## src/sv/cde_pkg.sv

```systemverilog
// shared types, codes and bcd conversion functions for the clock and date set editor
`default_nettype none

package cde_pkg;

  typedef enum logic [2:0] {
    CmdUp   = 3'd0,
    CmdDown = 3'd1,
    CmdNext = 3'd2,
    CmdExit = 3'd3,
    CmdLoad = 3'd4
  } cmd_e;

  typedef enum logic [2:0] {
    FieldIdle    = 3'd0,
    FieldHours   = 3'd1,
    FieldMinutes = 3'd2,
    FieldSeconds = 3'd3,
    FieldDate    = 3'd4,
    FieldMonth   = 3'd5,
    FieldYear    = 3'd6
  } field_e;

  typedef logic [6:0] val_t;
  typedef logic [7:0] byte_t;

  localparam val_t ValMax     = 7'd99;
  localparam val_t HoursMax   = 7'd23;
  localparam val_t MinSecMax  = 7'd59;
  localparam val_t DateMax    = 7'd31;
  localparam val_t MonthMax   = 7'd12;
  localparam val_t DayMonthLo = 7'd1;

  typedef struct packed {
    field_e field;
    byte_t  seconds;
    byte_t  minutes;
    byte_t  hours;
    byte_t  weekday;
    byte_t  date;
    byte_t  month;
    byte_t  year;
    logic   commit;
  } result_t;

  // tens*10 + units, saturating at 99
  function automatic val_t bcd_to_bin(byte_t b);
    logic [7:0] sum;
    sum = {1'b0, b[7:4], 3'b000} + {3'b000, b[7:4], 1'b0} + {4'b0000, b[3:0]};
    return (sum > {1'b0, ValMax}) ? ValMax : sum[6:0];
  endfunction

  // tens by reciprocal multiply, valid for values up to 99
  function automatic byte_t bin_to_bcd(val_t v);
    val_t        x;
    logic [14:0] prod;
    logic [3:0]  tens;
    val_t        t10;
    val_t        units;
    x     = (v > ValMax) ? ValMax : v;
    prod  = {8'b0, x} * 15'd205;
    tens  = prod[14:11];
    t10   = {tens, 3'b000} + {2'b00, tens, 1'b0};
    units = x - t10;
    return {tens, units[3:0]};
  endfunction

  function automatic val_t field_lo(field_e f);
    case (f)
      FieldDate, FieldMonth: return DayMonthLo;
      default:               return 7'd0;
    endcase
  endfunction

  function automatic val_t field_hi(field_e f);
    case (f)
      FieldHours:   return HoursMax;
      FieldMinutes: return MinSecMax;
      FieldSeconds: return MinSecMax;
      FieldDate:    return DateMax;
      FieldMonth:   return MonthMax;
      FieldYear:    return ValMax;
      default:      return 7'd0;
    endcase
  endfunction

endpackage

`default_nettype wire

```

## src/sv/cde_step.sv

```systemverilog
// editor state registers and the combinational step logic for one command
`default_nettype none

module cde_step (
  input  wire logic            clk_i,
  input  wire logic            rst_ni,
  input  wire logic            step_i,
  input  wire logic [2:0]      command_i,
  input  wire cde_pkg::byte_t  seconds_in_i,
  input  wire cde_pkg::byte_t  minutes_in_i,
  input  wire cde_pkg::byte_t  hours_in_i,
  input  wire cde_pkg::byte_t  weekday_in_i,
  input  wire cde_pkg::byte_t  date_in_i,
  input  wire cde_pkg::byte_t  month_in_i,
  input  wire cde_pkg::byte_t  year_in_i,
  output cde_pkg::result_t     result_d_o
);
  import cde_pkg::*;

  field_e field_q, field_d;
  val_t   hours_q, hours_d;
  val_t   minutes_q, minutes_d;
  val_t   seconds_q, seconds_d;
  val_t   date_q, date_d;
  val_t   month_q, month_d;
  val_t   year_q, year_d;
  byte_t  weekday_q, weekday_d;

  val_t cur_val;
  val_t lo_val;
  val_t hi_val;
  val_t upd_val;
  logic wr_en;
  logic commit_d;

  // value of the field under edit
  always_comb begin
    case (field_q)
      FieldHours:   cur_val = hours_q;
      FieldMinutes: cur_val = minutes_q;
      FieldSeconds: cur_val = seconds_q;
      FieldDate:    cur_val = date_q;
      FieldMonth:   cur_val = month_q;
      default:      cur_val = year_q;
    endcase
  end

  assign lo_val = field_lo(field_q);
  assign hi_val = field_hi(field_q);

  always_comb begin
    field_d   = field_q;
    hours_d   = hours_q;
    minutes_d = minutes_q;
    seconds_d = seconds_q;
    date_d    = date_q;
    month_d   = month_q;
    year_d    = year_q;
    weekday_d = weekday_q;
    commit_d  = 1'b0;
    wr_en     = 1'b0;
    upd_val   = cur_val;

    case (command_i)
      CmdLoad: begin
        seconds_d = bcd_to_bin(seconds_in_i);
        minutes_d = bcd_to_bin(minutes_in_i);
        hours_d   = bcd_to_bin(hours_in_i);
        weekday_d = weekday_in_i;
        date_d    = bcd_to_bin(date_in_i);
        month_d   = bcd_to_bin(month_in_i);
        year_d    = bcd_to_bin(year_in_i);
        field_d   = FieldHours;
      end
      CmdUp: begin
        if (field_q != FieldIdle) begin
          wr_en   = 1'b1;
          upd_val = (cur_val < hi_val) ? cur_val + 7'd1 : lo_val;
        end
      end
      CmdDown: begin
        if (field_q != FieldIdle) begin
          wr_en   = 1'b1;
          upd_val = (cur_val > lo_val) ? cur_val - 7'd1 : hi_val;
        end
      end
      CmdNext: begin
        if (field_q == FieldYear) begin
          field_d  = FieldIdle;
          commit_d = 1'b1;
        end else if (field_q != FieldIdle) begin
          field_d = field_e'(field_q + 3'd1);
        end
      end
      CmdExit: begin
        if (field_q != FieldIdle) begin
          field_d  = FieldIdle;
          commit_d = 1'b1;
        end
      end
      default: begin
      end
    endcase

    if (wr_en) begin
      case (field_q)
        FieldHours:   hours_d   = upd_val;
        FieldMinutes: minutes_d = upd_val;
        FieldSeconds: seconds_d = upd_val;
        FieldDate:    date_d    = upd_val;
        FieldMonth:   month_d   = upd_val;
        default:      year_d    = upd_val;
      endcase
    end
  end

  always_ff @(posedge clk_i or negedge rst_ni) begin
    if (!rst_ni) begin
      field_q   <= FieldIdle;
      hours_q   <= '0;
      minutes_q <= '0;
      seconds_q <= '0;
      date_q    <= '0;
      month_q   <= '0;
      year_q    <= '0;
      weekday_q <= '0;
    end else if (step_i) begin
      field_q   <= field_d;
      hours_q   <= hours_d;
      minutes_q <= minutes_d;
      seconds_q <= seconds_d;
      date_q    <= date_d;
      month_q   <= month_d;
      year_q    <= year_d;
      weekday_q <= weekday_d;
    end
  end

  // result shows the state after the step
  always_comb begin
    result_d_o.field   = field_d;
    result_d_o.seconds = bin_to_bcd(seconds_d);
    result_d_o.minutes = bin_to_bcd(minutes_d);
    result_d_o.hours   = bin_to_bcd(hours_d);
    result_d_o.weekday = weekday_d;
    result_d_o.date    = bin_to_bcd(date_d);
    result_d_o.month   = bin_to_bcd(month_d);
    result_d_o.year    = bin_to_bcd(year_d);
    result_d_o.commit  = commit_d;
  end

endmodule

`default_nettype wire

```

## src/sv/clock_date_set_editor.sv

```systemverilog
// top level of the clock and date set editor: input register, step logic, result register
//
//   channel  | signals                    | content
//   ---------+----------------------------+-----------------------------------------
//   in       | in_valid_i / in_ready_o    | command and seven raw clock bytes
//   out      | out_valid_o / out_ready_i  | selected field, six bcd bytes, weekday, commit
//
// one transfer in and one result out per cycle while out_ready_i stays high; a result is
// offered once its input has passed the input register and then the result register
// behind the step logic
// reset clears the edit field, all values and both valid flags
// a stalled result holds in the result register while one more input waits in the
// input register; in_ready_o drops only when both are full

`default_nettype none

module clock_date_set_editor (
  input  wire logic           clk_i,
  input  wire logic           rst_ni,
  input  wire logic           in_valid_i,
  output logic                in_ready_o,
  input  wire logic [2:0]     command_i,
  input  wire cde_pkg::byte_t seconds_in_i,
  input  wire cde_pkg::byte_t minutes_in_i,
  input  wire cde_pkg::byte_t hours_in_i,
  input  wire cde_pkg::byte_t weekday_in_i,
  input  wire cde_pkg::byte_t date_in_i,
  input  wire cde_pkg::byte_t month_in_i,
  input  wire cde_pkg::byte_t year_in_i,
  output logic                out_valid_o,
  input  wire logic           out_ready_i,
  output logic [2:0]          field_selected_o,
  output cde_pkg::byte_t      seconds_bcd_o,
  output cde_pkg::byte_t      minutes_bcd_o,
  output cde_pkg::byte_t      hours_bcd_o,
  output cde_pkg::byte_t      weekday_out_o,
  output cde_pkg::byte_t      date_bcd_o,
  output cde_pkg::byte_t      month_bcd_o,
  output cde_pkg::byte_t      year_bcd_o,
  output logic                commit_o
);
  import cde_pkg::*;

  logic       in_vld_q, in_vld_d;
  logic [2:0] cmd_q;
  byte_t      sec_q, min_q, hrs_q, wday_q, date_q, mon_q, year_q;
  logic       out_vld_q, out_vld_d;
  result_t    res_q;
  result_t    res_d;
  logic       step;
  logic       in_xfer;

  assign step       = in_vld_q && (!out_vld_q || out_ready_i);
  assign in_ready_o = !in_vld_q || step;
  assign in_xfer    = in_valid_i && in_ready_o;

  always_comb begin
    in_vld_d = in_vld_q;
    if (in_xfer) begin
      in_vld_d = 1'b1;
    end else if (step) begin
      in_vld_d = 1'b0;
    end
  end

  always_comb begin
    out_vld_d = out_vld_q;
    if (step) begin
      out_vld_d = 1'b1;
    end else if (out_ready_i) begin
      out_vld_d = 1'b0;
    end
  end

  always_ff @(posedge clk_i or negedge rst_ni) begin
    if (!rst_ni) begin
      in_vld_q  <= 1'b0;
      out_vld_q <= 1'b0;
    end else begin
      in_vld_q  <= in_vld_d;
      out_vld_q <= out_vld_d;
    end
  end

  always_ff @(posedge clk_i) begin
    if (in_xfer) begin
      cmd_q  <= command_i;
      sec_q  <= seconds_in_i;
      min_q  <= minutes_in_i;
      hrs_q  <= hours_in_i;
      wday_q <= weekday_in_i;
      date_q <= date_in_i;
      mon_q  <= month_in_i;
      year_q <= year_in_i;
    end
  end

  cde_step u_step (
    .clk_i        (clk_i),
    .rst_ni       (rst_ni),
    .step_i       (step),
    .command_i    (cmd_q),
    .seconds_in_i (sec_q),
    .minutes_in_i (min_q),
    .hours_in_i   (hrs_q),
    .weekday_in_i (wday_q),
    .date_in_i    (date_q),
    .month_in_i   (mon_q),
    .year_in_i    (year_q),
    .result_d_o   (res_d)
  );

  always_ff @(posedge clk_i) begin
    if (step) begin
      res_q <= res_d;
    end
  end

  assign out_valid_o      = out_vld_q;
  assign field_selected_o = res_q.field;
  assign seconds_bcd_o    = res_q.seconds;
  assign minutes_bcd_o    = res_q.minutes;
  assign hours_bcd_o      = res_q.hours;
  assign weekday_out_o    = res_q.weekday;
  assign date_bcd_o       = res_q.date;
  assign month_bcd_o      = res_q.month;
  assign year_bcd_o       = res_q.year;
  assign commit_o         = res_q.commit;

endmodule

`default_nettype wire

```

## config.mk

```make
export PLATFORM = sky130hd
export DESIGN_NAME = clock_date_set_editor
export DESIGN_NICKNAME = d
export VERILOG_FILES = /design/src/sv/cde_pkg.sv /design/src/sv/cde_step.sv /design/src/sv/clock_date_set_editor.sv
export SDC_FILE = /design/constraint.sdc
export NUM_CORES = 1
export LEC_CHECK = 0
export ABC_AREA = 1
export BUFFER_PORTS_ARGS = -buffer_cell sky130_fd_sc_hd__buf_2
export CORE_UTILIZATION = 43
export DETAILED_ROUTE_END_ITERATION = 8
export GPL_ROUTABILITY_DRIVEN = 0
export HOLD_SLACK_MARGIN = 0.06
export PLACE_DENSITY = 0.63
export REMOVE_ABC_BUFFERS = 1
export SLEW_MARGIN = 15
export SYNTH_ARGS = -nofsm -noshare
export SYNTH_HDL_FRONTEND = slang
export SYNTH_SLANG_ARGS = --single-unit
```

## constraint.sdc

```tcl
create_clock -name clk_i -period 15.3 [get_ports clk_i]
set_clock_uncertainty 0.1 [all_clocks]
set_input_delay 1.53 -clock clk_i [delete_from_list [all_inputs] [get_ports clk_i]]
set_output_delay 1.53 -clock clk_i [all_outputs]
set_load 0.02 [all_outputs]
```

# Yosys cells after proc, flatten, opt, wreduce, memory -nomap -nowiden
# Index checks and enable logic that the tools add are counted.
# totals
reg_bits,174
elab_cells,149
# op_classes
addsub,27
n_mul,6
order_cmp,14
eq_ne,10
mux,51
reduce_logical,14
# op_table
cell,count
$mux 7,34
$mul 7x8->15 const B,6
$pmux 7 s5,2
$add 7x5->8,6
$add 8x4->8,6
$gt 8x7->1 const B,6
$gt 7x7->1 const B,6
$add 4x4->4,6
$sub 4x4->4,6
$pmux 7 s2,1
$eq 3x2->1 const B,4
$eq 3x3->1 const B,4
$mux 3,3
$pmux 3 s3,1
$mux 1,8
$mux 8,1
$add 7x1->7 const B,1
$gt 7x1->1,1
$lt 7x7->1,1
$sub 7x1->7 const B,1
$eq 3x1->1 const B,2
$reduce_or 2->1,3
$reduce_or 5->1,1
$reduce_bool 2->1,2
7 further kinds,10

# Logic depth before layout (Yosys ltp)
# depth
ltp_word,14
ltp_mapped,54

# By module
# A second synthesis with hierarchy kept.
# hier_totals
cells_unflattened,1858
area_unflattened_um2,15743.8
# by_module_without_submodules
mod,instances,cells_per_inst,area_each_um2,seq_area_each_um2
cde_step,1,1727,12075.3,1326.3
clock_date_set_editor,1,131,3668.5,3623.5

# Worst setup path after synthesis
# No wires, ideal clock.
# synth_timing
path_kind,register -> register
start,reg u_step.field_q[2]
end,"reg res_q, in the netlist seconds_bcd_o[3] (data pin)"
arrival_ns,6.519
required_ns,14.948
path_slack_ns,8.429
stages_incl_launch_ff,48
synth_period_minus_slack_ns,6.871
path_cell_list,dfrtp_1 -> buf_6 -> inv_4 -> buf_6 -> ha_1 -> buf_2 -> nand2_1 -> inv_1 -> nor2_1 -> nand2_1 -> nand2_2 -> inv_1 -> ha_1 -> a21o_1 -> nand4_1 -> nand2_1 -> inv_2 -> nand3_1 -> [... 12 more ...] -> ha_1 -> inv_1 -> fa_1 -> inv_1 -> ha_1 -> nand2_1 -> nor2_1 -> a221oi_1 -> o21bai_1 -> a31oi_1 -> xnor2_1 -> ha_1 -> nand2_1 -> inv_1 -> nor2_1 -> inv_1 -> nand2_1 -> nand2_1
# synth_rtl
item,line_no,text
"start, declared",cde_step.sv:20,"field_e field_q, field_d;"
"start signal, assigned",cde_step.sv:119,field_q <= FieldIdle;
"start signal, assigned",cde_step.sv:128,field_q <= field_d;
"end signal, assigned",clock_date_set_editor.sv:115,res_q <= res_d;
"end, declared",clock_date_set_editor.sv:48,result_t res_q;

==> flow_metrics.py <==
metrics = {
    "die": {
        "ios": 125,
        "dieArea_sq_mm": 0.0377,
        "initial_core_util_pct": 43.6,
        "dieHeight_um": 194,
        "fp-row-count": 70,
        "core-area_sq_mm": 0.0364,
        "die_x_um": 194,
    },
    "job": {
        "drv_cap": 0,
    },
    "sta": {
        "rsz0062_at_grt": "false",
        "max-slew-margin-rel_pct": 37.0,
        "finalSetupTns_ns": 0,
        "hold_viol_final": 0,
        "worst_pin_slew_ns": 0.946,
        "final-max-slew-violation-count": 0,
        "worst_hold_slack_ns": 0.395,
        "min_period_ns": 8.12,
        "fin_crit_sh_pct": 53.1,
        "setup_viol": 0,
        "max_freq_mhz": 123,
    },
    "critical_path": {
        "crit_fanout": 14,
        "end_kind": "register",
        "critPathLaunchType": "register",
        "required_ns": 15.42,
        "worstPathArrival_ns": 8.24,
        "slowest_delay_ns": 0.50,
        "path_common_cell": "nand2_1",
        "crit_type": "register to register",
        "startpoint": "u_step.field_q[1]",
        "rr_startpoint": "u_step.field_q[1]",
        "crit_path_top_delay_cell": "ha_1",
    },
    "global_routing": {
        "grt_pass1_vias": 12700,
        "grtUsageTotal_pct": 20.6,
        "antenna_found_initial": 2,
        "grt_pass1_wl_mm": 62.1,
        "grt_max_degree": 73,
        "gr-total-overflow": 0,
    },
    "cells_and_area": {
        "mostFrequentLayoutCells": "388 x nand2_1, 321 x inv_1, 264 x ha_1",
        "final_common_cell": "nand2_1",
        "nets": 2367,
        "syn2layout_area_growth_pct": 10.8,
        "drive_gt1_share_pct": 13.5,
        "diodes": 0,
    },
    "cts": {
        "cts.htree.levels": 4,
        "cts_tree": "built",
        "path_clk_slew_ns": 0.07,
        "clock_latency_ns": 0.46,
        "clk_path_buf_depth": 2,
        "cts_setup_buffers": 0,
        "holdBufCountCts": 0,
        "cts_made_buffers": 17,
        "postCtsResizedCells": 0,
        "clkSinkCount": 174,
        "cts_root_buf": "clkbuf_16",
    },
    "logic_synthesis": {
        "synth_flop_cell": "edfxtp_1",
        "async_flop_share_pct": 31.6,
        "yosys.cell_types.count": 58,
        "yosys-top-cells-area": "edfxtp_1 23%, ha_1 21%, nand2_1 9.2%",
        "synth_edf_count": 119,
        "synth_top_area_share_pct": 22.5,
        "syn_inst": 1864,
        "ys_warn_count": 0,
        "syn_area_sq_mm": 0.0159,
        "synth_top_area_cell": "edfxtp_1",
        "syn_area_per_cell_sq_um": 8.52,
        "yosysSeqAreaShare_pct": 31.2,
        "synth-seq-cells": 174,
    },
    "hold_path": {
        "hold_path.startpoint": "u_step.year_q[4]",
        "hp-class": "register to register",
    },
    "route": {
        "vias": 12500,
        "drtIter0Drc": 714,
        "via_per_inst": 5.09,
        "drc": 0,
        "antenna_left": 0,
        "drt-pass1-iter-count": 5,
        "wl_mm": 37.1,
        "wl_per_cell_um": 15.1,
    },
    "placement": {
        "dpl.hpwl_mm": 29.5,
        "port-buffer-count": 124,
    },
    "outcome": {
        "outcome": "finished, final reports clean",
    },
}
[cell usage after synthesis (21+ instances only)]
master / number
o21ai_0: 110
edfxtp_1: 119
inv_1: 322
xnor2_1: 23
inv_2: 21
xor2_1: 25
nand2_2: 26
nor2_1: 95
a21oi_1: 46
ha_1: 264
fa_1: 60
nand3_1: 119
nand2_1: 389
clkbuf_1: 22
dfrtp_1: 55
[flip-flops by register name, summed over array words and instances (netlist names), 8 cells and up]
register,count
sec_q,8
min_q,8
date_q,8
year_bcd_o,8
weekday_out_o,8
u_step.weekday_q,8
wday_q,8
minutes_bcd_o,8
mon_q,8
hours_bcd_o,8
year_q,8
date_bcd_o,8
hrs_q,8
month_bcd_o,8
seconds_bcd_o,8
[kinds of logic after synthesis]
family	Yosys count	share of synthesized area [%]
compound gates	242	9.19
xor+xnor	48	2.65
fa+ha+maj	324	28.4
buf+inv	381	9.20
flops	174	31.2
simple gates	695	19.4
[layer usage]
layer	up-vias	global-route usage, %	part of all wire, %
met5	-	0	0.067
met4	4	7.29	2.6
met3	61	3.18	4.1
met2	286	34.9	48
met1	5843	26.7	46
li1	6334	-	-
[critical path: cells and delay by family, from the launching register on]
family / cells / cell delay [ns]
AO/OA/AOI/OAI: 10 / 1.72
buffers and inverters: 10 / 0.86
XOR/XNOR: 2 / 0.36
AND/OR/NAND/NOR: 13 / 1.67
adder cells (fa/ha/maj): 8 / 2.73
flip-flops: 1 / 0.44
[through the flow]
stage               util (%)  instance area, sq um  cells  setup slack, ns
floorplan                  -                 15700   1831             7.24
global placement        46.6                 17000   2429             7.45
finish                  48.3                 17600   2461             7.18
global route            48.3                 17600   2461             6.46
CTS                     48.3                 17600   2461             7.25
detailed placement      46.6                 17000   2429             7.26
[cell type report]
cell class              count  area, sq um
multi-input cells        1309         9480
clock buffers              18          429
well taps                 468          586
fillers                  3521        18800
flip-flops and latches    174         4950
inverters                 348         1310
clock inverters            14          170
repair buffers            130          666
[path summary, 6_finish.rpt]
kind                                endpoint  slack, ns  depth (start not counted)
setup / recovery              month_bcd_o[3]       7.18                         43
min in group asynchronous           in_vld_q       1.13                          2
max in group asynchronous  u_step.month_q[3]      13.42                          2
hold / removal              u_step.year_q[4]       0.40                          2
hold reg to reg             u_step.year_q[4]       0.40                          2
setup reg to reg              month_bcd_o[3]       7.18                         43
Power is not shown: default switching activity piles up to over one toggle a cycle in this logic, so the estimate is an artifact.
